==> config.mk <==
export PLATFORM = sky130hd
export DESIGN_NAME = fixed_partition_allocator_unit
export DESIGN_NICKNAME = d
export VERILOG_FILES = /design/src/sv/fpa_pkg.sv /design/src/sv/fixed_partition_allocator_unit.sv /design/src/sv/fpa_ctrl.sv /design/src/sv/fpa_datapath.sv
export SDC_FILE = /design/constraint.sdc
export NUM_CORES = 1
export LEC_CHECK = 0
export BUFFER_PORTS_ARGS = -buffer_cell sky130_fd_sc_hd__buf_2
export CAP_MARGIN = 40
export CORE_MARGIN = 2
export CORE_UTILIZATION = 50
export DETAILED_ROUTE_END_ITERATION = 16
export MAX_ROUTING_LAYER = met4
export PLACE_DENSITY = 0.66
export SYNTH_ARGS = -nofsm -noshare
export SYNTH_HDL_FRONTEND = slang
export SYNTH_SLANG_ARGS = --single-unit
==> constraint.sdc <==
create_clock -name clk -period 4.9 [get_ports clk]
set_input_delay 1.47 -clock clk [delete_from_list [all_inputs] [get_ports clk]]
set_output_delay 1.47 -clock clk [all_outputs]
set_load 0.02 [all_outputs]
==> src/sv/fpa_pkg.sv <==
// Shared types, codes and field widths for the fixed-partition allocator.
package fpa_pkg;

    localparam int ID_W       = 14;
    localparam int SIZE_W     = 20;
    localparam int STATUS_W   = 3;
    localparam int SEC_IDX_W  = 4;
    localparam int COUNT_W    = 5;
    localparam int NSEC_W     = 5;
    localparam int BYTES_W    = 17;
    localparam int CFG_DATA_W = 17;
    localparam int CFG_IDX_W  = 1;

    localparam logic [NSEC_W-1:0]  NSEC_RESET  = 5'd16;
    localparam logic [BYTES_W-1:0] BYTES_RESET = 17'd4096;

    localparam logic OP_LOAD   = 1'b0;
    localparam logic OP_UNLOAD = 1'b1;

    localparam logic [CFG_IDX_W-1:0] CFG_NUM_SECTIONS  = 1'b0;
    localparam logic [CFG_IDX_W-1:0] CFG_SECTION_BYTES = 1'b1;

    typedef enum logic [STATUS_W-1:0] {
        ST_LOADED     = 3'd0,
        ST_QUEUED     = 3'd1,
        ST_TOO_LARGE  = 3'd2,
        ST_QUEUE_FULL = 3'd3,
        ST_UNLOADED   = 3'd4,
        ST_NOT_FOUND  = 3'd5
    } status_t;

    typedef enum logic [2:0] {
        S_IDLE,
        S_DECIDE,
        S_SCAN,
        S_PLACE,
        S_EMIT
    } ctl_state_t;

    typedef enum logic [1:0] {
        WR_LOAD,
        WR_CLEAR,
        WR_PLACE_MATCH,
        WR_PLACE_FREE
    } wr_sel_t;

    typedef struct packed {
        logic    take;
        logic    scan_start;
        logic    wr_en;
        wr_sel_t wr_sel;
        logic    push;
        logic    pop;
        logic    res_en;
        status_t res_code;
        logic    emit;
    } ctl_cmd_t;

    typedef struct packed {
        logic op;
        logic too_large;
        logic id_zero;
        logic scan_done;
        logic scan_hit;
        logic free_below;
        logic queue_full;
        logic queue_empty;
        logic out_busy;
    } dp_stat_t;

endpackage

==> src/sv/fixed_partition_allocator_unit.sv <==
// Top level of the fixed-partition allocator: sequencer, datapath and checks.
//
// One request is handled at a time. A load that is too large, or an unload
// of id 0, goes from S_DECIDE straight to S_EMIT without a table walk.
// Any other request walks the section table one entry per cycle through the
// single read port of the owner memory, and the walk stops at the first
// match or at the last section in use. The request also passes through
// S_PLACE when a waiting process goes into a lower free section.
// The result sits in an output register, so the next item is taken while an
// earlier result still waits for out_ready.
module fixed_partition_allocator_unit #(
    parameter int NUM_SECTIONS = 16,
    parameter int QUEUE_DEPTH  = 16
) (
    input  logic                            clk,
    input  logic                            rst_n,
    input  logic                            cfg_write,
    input  logic [fpa_pkg::CFG_IDX_W-1:0]   cfg_index,
    input  logic [fpa_pkg::CFG_DATA_W-1:0]  cfg_data,
    input  logic                            in_valid,
    output logic                            in_ready,
    input  logic                            operation,
    input  logic [fpa_pkg::ID_W-1:0]        proc_id,
    input  logic [fpa_pkg::SIZE_W-1:0]      proc_size,
    output logic                            out_valid,
    input  logic                            out_ready,
    output logic [fpa_pkg::STATUS_W-1:0]    status,
    output logic [fpa_pkg::SEC_IDX_W-1:0]   section_index,
    output logic [fpa_pkg::ID_W-1:0]        placed_id,
    output logic [fpa_pkg::COUNT_W-1:0]     queue_count
);
    import fpa_pkg::*;

    ctl_cmd_t cmd;
    dp_stat_t stat;

    fpa_ctrl u_ctrl (
        .clk      (clk),
        .rst_n    (rst_n),
        .in_valid (in_valid),
        .in_ready (in_ready),
        .stat     (stat),
        .cmd      (cmd)
    );

    fpa_datapath #(
        .NUM_SECTIONS (NUM_SECTIONS),
        .QUEUE_DEPTH  (QUEUE_DEPTH)
    ) u_datapath (
        .clk           (clk),
        .rst_n         (rst_n),
        .cfg_write     (cfg_write),
        .cfg_index     (cfg_index),
        .cfg_data      (cfg_data),
        .operation     (operation),
        .proc_id       (proc_id),
        .proc_size     (proc_size),
        .cmd           (cmd),
        .stat          (stat),
        .out_valid     (out_valid),
        .out_ready     (out_ready),
        .status        (status),
        .section_index (section_index),
        .placed_id     (placed_id),
        .queue_count   (queue_count)
    );

    a_push_not_full: assert property (@(posedge clk) disable iff (!rst_n)
        cmd.push |-> !stat.queue_full)
        else $error("push into a full wait queue");

    a_pop_not_empty: assert property (@(posedge clk) disable iff (!rst_n)
        cmd.pop |-> !stat.queue_empty)
        else $error("pop from an empty wait queue");

    a_accept_no_emit: assert property (@(posedge clk) disable iff (!rst_n)
        (in_valid && in_ready) |=> !cmd.emit)
        else $error("result emitted right after item accept");

    a_emit_slot_free: assert property (@(posedge clk) disable iff (!rst_n)
        cmd.emit |-> (!out_valid || out_ready))
        else $error("result overwrites a pending output item");

endmodule

==> src/sv/fpa_ctrl.sv <==
// Request sequencer: steps each item through check, table walk, update and result.
module fpa_ctrl (
    input  logic               clk,
    input  logic               rst_n,
    input  logic               in_valid,
    output logic               in_ready,
    input  fpa_pkg::dp_stat_t  stat,
    output fpa_pkg::ctl_cmd_t  cmd
);
    import fpa_pkg::*;

    ctl_state_t state_reg;
    ctl_state_t state_next;

    always_ff @(posedge clk or negedge rst_n)
    begin
        if (!rst_n)
        begin
            state_reg <= S_IDLE;
        end
        else
        begin
            state_reg <= state_next;
        end
    end

    always_comb
    begin
        state_next = state_reg;
        case (state_reg)
            S_IDLE:
            begin
                if (in_valid)
                begin
                    state_next = S_DECIDE;
                end
            end
            S_DECIDE:
            begin
                if ((stat.op == OP_LOAD && stat.too_large) ||
                    (stat.op == OP_UNLOAD && stat.id_zero))
                begin
                    state_next = S_EMIT;
                end
                else
                begin
                    state_next = S_SCAN;
                end
            end
            S_SCAN:
            begin
                if (stat.scan_done)
                begin
                    if (stat.op == OP_UNLOAD && stat.scan_hit && !stat.queue_empty &&
                        stat.free_below)
                    begin
                        state_next = S_PLACE;
                    end
                    else
                    begin
                        state_next = S_EMIT;
                    end
                end
            end
            S_PLACE:
            begin
                state_next = S_EMIT;
            end
            S_EMIT:
            begin
                if (!stat.out_busy)
                begin
                    state_next = S_IDLE;
                end
            end
            default:
            begin
                state_next = S_IDLE;
            end
        endcase
    end

    always_comb
    begin
        in_ready       = 1'b0;
        cmd            = '0;
        cmd.wr_sel     = WR_LOAD;
        cmd.res_code   = ST_NOT_FOUND;
        case (state_reg)
            S_IDLE:
            begin
                in_ready = 1'b1;
                cmd.take = in_valid;
            end
            S_DECIDE:
            begin
                if (stat.op == OP_LOAD && stat.too_large)
                begin
                    cmd.res_en   = 1'b1;
                    cmd.res_code = ST_TOO_LARGE;
                end
                else if (stat.op == OP_UNLOAD && stat.id_zero)
                begin
                    cmd.res_en   = 1'b1;
                    cmd.res_code = ST_NOT_FOUND;
                end
                else
                begin
                    cmd.scan_start = 1'b1;
                end
            end
            S_SCAN:
            begin
                if (stat.scan_done)
                begin
                    cmd.res_en = 1'b1;
                    if (stat.op == OP_LOAD)
                    begin
                        if (stat.scan_hit)
                        begin
                            cmd.wr_en    = 1'b1;
                            cmd.wr_sel   = WR_LOAD;
                            cmd.res_code = ST_LOADED;
                        end
                        else if (stat.queue_full)
                        begin
                            cmd.res_code = ST_QUEUE_FULL;
                        end
                        else
                        begin
                            cmd.push     = 1'b1;
                            cmd.res_code = ST_QUEUED;
                        end
                    end
                    else if (!stat.scan_hit)
                    begin
                        cmd.res_code = ST_NOT_FOUND;
                    end
                    else
                    begin
                        cmd.res_code = ST_UNLOADED;
                        cmd.wr_en    = 1'b1;
                        if (stat.queue_empty || stat.free_below)
                        begin
                            cmd.wr_sel = WR_CLEAR;
                        end
                        else
                        begin
                            cmd.wr_sel = WR_PLACE_MATCH;
                            cmd.pop    = 1'b1;
                        end
                    end
                end
            end
            S_PLACE:
            begin
                cmd.wr_en  = 1'b1;
                cmd.wr_sel = WR_PLACE_FREE;
                cmd.pop    = 1'b1;
            end
            S_EMIT:
            begin
                cmd.emit = !stat.out_busy;
            end
            default:
            begin
                in_ready = 1'b0;
            end
        endcase
    end

endmodule

==> src/sv/fpa_datapath.sv <==
// Section table, wait queue, configuration, table walk and result register.
module fpa_datapath #(
    parameter int NUM_SECTIONS = 16,
    parameter int QUEUE_DEPTH  = 16
) (
    input  logic                            clk,
    input  logic                            rst_n,
    input  logic                            cfg_write,
    input  logic [fpa_pkg::CFG_IDX_W-1:0]   cfg_index,
    input  logic [fpa_pkg::CFG_DATA_W-1:0]  cfg_data,
    input  logic                            operation,
    input  logic [fpa_pkg::ID_W-1:0]        proc_id,
    input  logic [fpa_pkg::SIZE_W-1:0]      proc_size,
    input  fpa_pkg::ctl_cmd_t               cmd,
    output fpa_pkg::dp_stat_t               stat,
    output logic                            out_valid,
    input  logic                            out_ready,
    output logic [fpa_pkg::STATUS_W-1:0]    status,
    output logic [fpa_pkg::SEC_IDX_W-1:0]   section_index,
    output logic [fpa_pkg::ID_W-1:0]        placed_id,
    output logic [fpa_pkg::COUNT_W-1:0]     queue_count
);
    import fpa_pkg::*;

    localparam int SW = (NUM_SECTIONS > 1) ? $clog2(NUM_SECTIONS) : 1;
    localparam int NW = $clog2(NUM_SECTIONS + 1);
    localparam int QW = (QUEUE_DEPTH > 1) ? $clog2(QUEUE_DEPTH) : 1;
    localparam int FW = $clog2(QUEUE_DEPTH + 1);
    localparam int CW = (NW > NSEC_W) ? NW : NSEC_W;
    localparam int XW = (SW > SEC_IDX_W) ? SW : SEC_IDX_W;
    localparam int YW = (FW > COUNT_W) ? FW : COUNT_W;

    logic [NSEC_W-1:0]  num_sections_reg;
    logic [BYTES_W-1:0] section_bytes_reg;

    logic               op_reg;
    logic [ID_W-1:0]    id_reg;
    logic [SIZE_W-1:0]  size_reg;

    logic [ID_W-1:0]         owner_mem [NUM_SECTIONS];
    logic [NUM_SECTIONS-1:0] owner_vld_reg;
    logic [ID_W-1:0]         owner_q_reg;
    logic                    owner_vld_q_reg;

    logic              scan_active_reg;
    logic [NW-1:0]     issue_reg;
    logic              pipe_vld_reg;
    logic [SW-1:0]     pipe_idx_reg;
    logic              done_reg;
    logic              hit_reg;
    logic              free_found_reg;
    logic [SW-1:0]     match_idx_reg;
    logic [SW-1:0]     free_idx_reg;

    logic [ID_W-1:0]   wait_mem [QUEUE_DEPTH];
    logic [QW-1:0]     head_reg;
    logic [QW-1:0]     tail_reg;
    logic [FW-1:0]     fill_reg;
    logic [ID_W-1:0]   head_q_reg;

    status_t           res_status_reg;
    logic [SW-1:0]     res_idx_reg;
    logic [ID_W-1:0]   placed_reg;

    logic                    out_valid_reg;
    logic [STATUS_W-1:0]     out_status_reg;
    logic [SEC_IDX_W-1:0]    out_index_reg;
    logic [ID_W-1:0]         out_placed_reg;
    logic [COUNT_W-1:0]      out_count_reg;

    logic [CW-1:0]     cfg_ext;
    logic [CW-1:0]     n_clamped;
    logic [NW-1:0]     n_eff;
    logic [SW-1:0]     last_idx;
    logic [ID_W-1:0]   key;
    logic [ID_W-1:0]   owner_eff;
    logic              issuing;
    logic              hit_now;
    logic              last_now;
    logic              done_now;
    logic              rd_en;
    logic              free_take;
    logic [SW-1:0]     rd_addr;
    logic [SW-1:0]     wr_addr;
    logic [ID_W-1:0]   wr_data;
    logic [XW-1:0]     index_ext;
    logic [YW-1:0]     count_ext;
    logic [QW-1:0]     head_next;
    logic [QW-1:0]     tail_next;

    always_comb
    begin
        cfg_ext = CW'(num_sections_reg);
        if (cfg_ext == '0)
        begin
            n_clamped = CW'(1);
        end
        else if (cfg_ext > CW'(NUM_SECTIONS))
        begin
            n_clamped = CW'(NUM_SECTIONS);
        end
        else
        begin
            n_clamped = cfg_ext;
        end
        n_eff    = n_clamped[NW-1:0];
        last_idx = SW'(n_eff - NW'(1));
    end

    always_comb
    begin
        key       = (op_reg == OP_UNLOAD) ? id_reg : '0;
        owner_eff = owner_vld_q_reg ? owner_q_reg : '0;
        issuing   = issue_reg < n_eff;
        hit_now   = pipe_vld_reg && (owner_eff == key);
        last_now  = pipe_vld_reg && (pipe_idx_reg == last_idx);
        done_now  = hit_now || last_now;
        rd_en     = scan_active_reg && issuing && !done_now;
        free_take = pipe_vld_reg && !hit_now && (owner_eff == '0) && !free_found_reg;
        rd_addr   = issue_reg[SW-1:0];
    end

    always_comb
    begin
        case (cmd.wr_sel)
            WR_LOAD:
            begin
                wr_addr = match_idx_reg;
                wr_data = id_reg;
            end
            WR_CLEAR:
            begin
                wr_addr = match_idx_reg;
                wr_data = '0;
            end
            WR_PLACE_MATCH:
            begin
                wr_addr = match_idx_reg;
                wr_data = head_q_reg;
            end
            WR_PLACE_FREE:
            begin
                wr_addr = free_idx_reg;
                wr_data = head_q_reg;
            end
            default:
            begin
                wr_addr = match_idx_reg;
                wr_data = '0;
            end
        endcase
    end

    always_comb
    begin
        head_next = (head_reg == QW'(QUEUE_DEPTH - 1)) ? '0 : head_reg + QW'(1);
        tail_next = (tail_reg == QW'(QUEUE_DEPTH - 1)) ? '0 : tail_reg + QW'(1);
    end

    always_ff @(posedge clk or negedge rst_n)
    begin
        if (!rst_n)
        begin
            num_sections_reg  <= NSEC_RESET;
            section_bytes_reg <= BYTES_RESET;
        end
        else if (cfg_write)
        begin
            case (cfg_index)
                CFG_NUM_SECTIONS:  num_sections_reg  <= cfg_data[NSEC_W-1:0];
                CFG_SECTION_BYTES: section_bytes_reg <= cfg_data[BYTES_W-1:0];
                default:           num_sections_reg  <= num_sections_reg;
            endcase
        end
    end

    always_ff @(posedge clk)
    begin
        if (cmd.take)
        begin
            op_reg   <= operation;
            id_reg   <= proc_id;
            size_reg <= proc_size;
        end
    end

    always_ff @(posedge clk)
    begin
        if (cmd.wr_en)
        begin
            owner_mem[wr_addr] <= wr_data;
        end
        if (rd_en)
        begin
            owner_q_reg     <= owner_mem[rd_addr];
            owner_vld_q_reg <= owner_vld_reg[rd_addr];
        end
    end

    always_ff @(posedge clk or negedge rst_n)
    begin
        if (!rst_n)
        begin
            owner_vld_reg <= '0;
        end
        else if (cmd.wr_en)
        begin
            owner_vld_reg[wr_addr] <= 1'b1;
        end
    end

    always_ff @(posedge clk or negedge rst_n)
    begin
        if (!rst_n)
        begin
            scan_active_reg <= 1'b0;
            issue_reg       <= '0;
            pipe_vld_reg    <= 1'b0;
            done_reg        <= 1'b0;
            hit_reg         <= 1'b0;
            free_found_reg  <= 1'b0;
        end
        else if (cmd.scan_start)
        begin
            scan_active_reg <= 1'b1;
            issue_reg       <= '0;
            pipe_vld_reg    <= 1'b0;
            done_reg        <= 1'b0;
            hit_reg         <= 1'b0;
            free_found_reg  <= 1'b0;
        end
        else
        begin
            pipe_vld_reg <= rd_en;
            if (rd_en)
            begin
                issue_reg <= issue_reg + NW'(1);
            end
            if (done_now)
            begin
                scan_active_reg <= 1'b0;
                done_reg        <= 1'b1;
            end
            if (hit_now)
            begin
                hit_reg <= 1'b1;
            end
            if (free_take)
            begin
                free_found_reg <= 1'b1;
            end
        end
    end

    always_ff @(posedge clk)
    begin
        if (rd_en)
        begin
            pipe_idx_reg <= rd_addr;
        end
        if (hit_now)
        begin
            match_idx_reg <= pipe_idx_reg;
        end
        if (free_take)
        begin
            free_idx_reg <= pipe_idx_reg;
        end
    end

    always_ff @(posedge clk)
    begin
        if (cmd.push)
        begin
            wait_mem[tail_reg] <= id_reg;
        end
        head_q_reg <= wait_mem[head_reg];
    end

    always_ff @(posedge clk or negedge rst_n)
    begin
        if (!rst_n)
        begin
            head_reg <= '0;
            tail_reg <= '0;
            fill_reg <= '0;
        end
        else
        begin
            if (cmd.push)
            begin
                tail_reg <= tail_next;
                fill_reg <= fill_reg + FW'(1);
            end
            else if (cmd.pop)
            begin
                head_reg <= head_next;
                fill_reg <= fill_reg - FW'(1);
            end
        end
    end

    always_ff @(posedge clk)
    begin
        if (cmd.take)
        begin
            placed_reg <= '0;
        end
        else if (cmd.pop)
        begin
            placed_reg <= head_q_reg;
        end
        if (cmd.res_en)
        begin
            res_status_reg <= cmd.res_code;
            if (cmd.res_code == ST_LOADED || cmd.res_code == ST_UNLOADED)
            begin
                res_idx_reg <= match_idx_reg;
            end
            else
            begin
                res_idx_reg <= '0;
            end
        end
    end

    always_comb
    begin
        index_ext = XW'(res_idx_reg);
        count_ext = YW'(fill_reg);
    end

    always_ff @(posedge clk or negedge rst_n)
    begin
        if (!rst_n)
        begin
            out_valid_reg <= 1'b0;
        end
        else if (cmd.emit)
        begin
            out_valid_reg <= 1'b1;
        end
        else if (out_ready)
        begin
            out_valid_reg <= 1'b0;
        end
    end

    always_ff @(posedge clk)
    begin
        if (cmd.emit)
        begin
            out_status_reg <= res_status_reg;
            out_index_reg  <= index_ext[SEC_IDX_W-1:0];
            out_placed_reg <= placed_reg;
            out_count_reg  <= count_ext[COUNT_W-1:0];
        end
    end

    always_comb
    begin
        stat.op          = op_reg;
        stat.too_large   = size_reg > SIZE_W'(section_bytes_reg);
        stat.id_zero     = (id_reg == '0);
        stat.scan_done   = done_reg;
        stat.scan_hit    = hit_reg;
        stat.free_below  = free_found_reg;
        stat.queue_full  = (fill_reg == FW'(QUEUE_DEPTH));
        stat.queue_empty = (fill_reg == '0);
        stat.out_busy    = out_valid_reg && !out_ready;
    end

    assign out_valid     = out_valid_reg;
    assign status        = out_status_reg;
    assign section_index = out_index_reg;
    assign placed_id     = out_placed_reg;
    assign queue_count   = out_count_reg;

endmodule

==> impl_metrics.csv <==
group,metric,value,unit
global_routing,grt_max_degree,58,
drt,wl_met3,3930,um
die,die_area,0.05181,mm^2
die,core_area,0.04915,mm^2
yosys,synth_cell_types,66,
clock_tree,clock_latency,0.64,ns
timing,rsz0062_at_grt,"false",
yosys,synth_top_area_frac,0.6522,
yosys,synth.most_common_cell,"edfxtp_1",
clock_tree,cts_tree,"done",
timing,fin_crit_sh,0.6639,
timing,max_freq,307.4,MHz
clock_tree,cts_setup_buffers,0,
yosys,synth-edff-count,543,
die,die_w,227.6,um
drt,wl,57020,um
setup_path,path_common_cell,"nor2_1",
clock_tree,hold_buffers,0,
global_routing,grt_pass1_wl,84660,um
timing,clock_skew,0.02394,ns
setup_path,path_class,"reg2reg",
yosys,synth_commonest_cells,"543 x edfxtp_1, 126 x nand2_1, 103 x mux4_2, 63 x dfrtp_1",
drt,wl_met1,23130,um
timing,setup_viol,0,
yosys,async_reset_ff_frac,0.1022,
timing,layout_min_cycle_time,3.253,ns
drt,met2WireLength,28520,um
clock_tree,cts_buffer_depth,3,
global_routing,antenna_found_initial,3,
final_layout,post-route-util,0.5851,
yosys,yosysTopAreaCell,"edfxtp_1",
final_layout,drive_gt1_frac,0.2590,
clock_tree,h-tree-depth,2,
placement,io_buffers,85,
drt,via_count,13150,
drt,remaining_drc_errors,0,
clock_tree,cts_resized,0,
yosys,netlist_area,0.02500,mm^2
setup_path,crit_chain,"nor2b_1 > nand3b_1 > or3_1 > a21oi_2 > inv_2 > nor2_1 > nand2_1 > nor2_1 > buf_6",
yosys,ys_warn_count,0,
setup_path,start_kind,"flip-flop",
setup_path,crit_required,5.25,ns
setup_path,slowest_delay,0.53,ns
final_layout,syn2layout_area_growth,15.02,%
global_routing,grt_overflow,0,
final_layout,fin_cells,2270,
die,initial_utilization,0.5087,
drt,drt_iter0_drc,1151,
clock_tree,path_clk_slew,0.06,ns
timing,slew_headroom,0.3885,
clock_tree,cts_root_buffer,"clkbuf_16",
setup_path,end_kind,"flip-flop",
global_routing,grt_pass1_vias,13190,
drt,ant_nets,0,
timing,worstMarginPinSlew,0.9173,ns
placement,hpwl,36340,um
final_layout,fin_nets,1643,
yosys,avgSynthCellArea,17.81,um^2
setup_path,cp.arrival,3.61,ns
drt,maxUsedRoutingLayer,"met4",
drt,first_pass_iters,6,
yosys,synth.yosys.seq_area_share,0.7397,
die,ios,86,
pwr,p_total,15650,uW
worst_hold_path,min_path_type,"reg2reg",
pwr,p_per_area,544.3,mW/mm^2
setup_path,worst-path-max-fanout,13,
clock_tree,cts_made_buffers,61,
placement,dpl.cell_count,2154,
yosys,synth-seq-cells,636,
global_routing,track_usage,0.2344,
yosys,ys.flop_type,"edfxtp_1",
yosys,synth_area_leaders,"edfxtp_1 65%, mux4_2 9.3%, dfrtp_1 6.3%",
clock_tree,cts_num_sinks,636,
pwr,leakagePower,0.01002,uW
timing,finalMaxSlewViolations,0,
flow_run,drv_cap,0,
yosys,synth_nets,1494,
timing,tns,0,ns
die,rows,81,
placement,globalplace.congestion,0.8264,
yosys,syn_inst,1404,
timing,hold_viol_final,0,
status,status,"finished, final reports clean",
drt,routedWlPerCell,25.12,um
drt,viasPerCell,5.793,
setup_path,crit_slowest_cell,"nor2_1",
final_layout,antenna_cells,0,
pwr,peakVddDrop,0.4587,mV
die,die_y,227.6,um
## per-stage QoR
step	cell area (um^2)	setup slack (ns)	hold slack, ns
2_1_floorplan	25000	1.395	0.4003
3_3_place_gp	26380	1.481	0.4077
3_5_place_dp	26690	1.689	0.4129
4_1_cts	28760	1.612	0.4286
5_1_grt	28760	1.390	0.4385
6_report	28760	1.647	0.4273
## metal layers
layer | vias to the layer above | GRT usage
met2 | 495 | 0.3835
met1 | 6772 | 0.3045
met4 | 0 | 0.07400
li1 | 5796 | -
met3 | 88 | 0.03767
met5 | - | -
## critical path, delay by kind of cell, from the launching register on
family                 cells  cell delay, ns
AND/OR/NAND/NOR            6            1.72
buffers and inverters      2            0.47
flip-flops                 1            0.43
AO/OA/AOI/OAI              1            0.35
## power breakdown
group	internal, uW	total [uW]	switching, uW
clock	2780	4790	2010
combinational	1560	3460	1900
sequential	6820	7400	578
total	11200	15700	4480
## cell families (layout without fill, tap and decap cells)
family,Yosys count,after routing,share of synthesized area
xor gates and xnor gates,21,21,0.007356
DFF,636,636,0.7397
muxes,183,183,0.1264
adders and majority gates,32,32,0.01631
AOI/OAI and AO/OA,157,157,0.04049
buffers and inverters,95,297,0.01526
and+or+nand+nor,280,280,0.05445
## worst paths after layout
kind	start	endpoint	slack (ns)	cells after the start
worst max-delay path	u_ctrl.state_reg[2]$_DFFE_PN0P_	u_datapath.wait_mem[8][3]$_DFFE_PP_	1.65	9
worst min-delay path	u_datapath.res_status_reg[1]$_DFFE_PP_	u_datapath.status[1]$_DFFE_PP_	0.43	0
worst max register to register	u_ctrl.state_reg[2]$_DFFE_PN0P_	u_datapath.wait_mem[8][3]$_DFFE_PP_	1.65	9
worst min register to register	u_datapath.res_status_reg[1]$_DFFE_PP_	u_datapath.status[1]$_DFFE_PP_	0.43	0
max in group asynchronous	rst_n	u_datapath.section_bytes_reg[12]$_DFFE_PN1P_	3.49	2
min in group asynchronous	rst_n	u_datapath.section_bytes_reg[8]$_DFFE_PN0P_	0.79	1
## layout by cell type, fill, tap and decap left out, drive strengths merged, types with 13 or more instances in the layout
cell type  Yosys  routed
edfxtp       543     543
buf           23     145
nand2        126     126
mux4         103     103
clkbuf        36      92
dfrtp         63      63
mux2i         48      48
nor2          48      48
a21oi         48      48
o21ai         43      43
inv           36      38
mux2          32      32
ha            31      31
dfxtp         28      28
or2           18      18
a22oi         15      15
clkinv         0      15
a221oi        14      14
xnor2         13      13
## cell type report
type / count / area, um^2
clock buffers: 92 / 1784
clock inverters: 24 / 285.3
fillers: 3693 / 20400
inverters: 36 / 135.1
multi-input cells: 673 / 6177
flip-flops and latches: 636 / 18500
well taps: 664 / 830.8
repair buffers: 145 / 1041
Power figures use the tool's default switching activity.
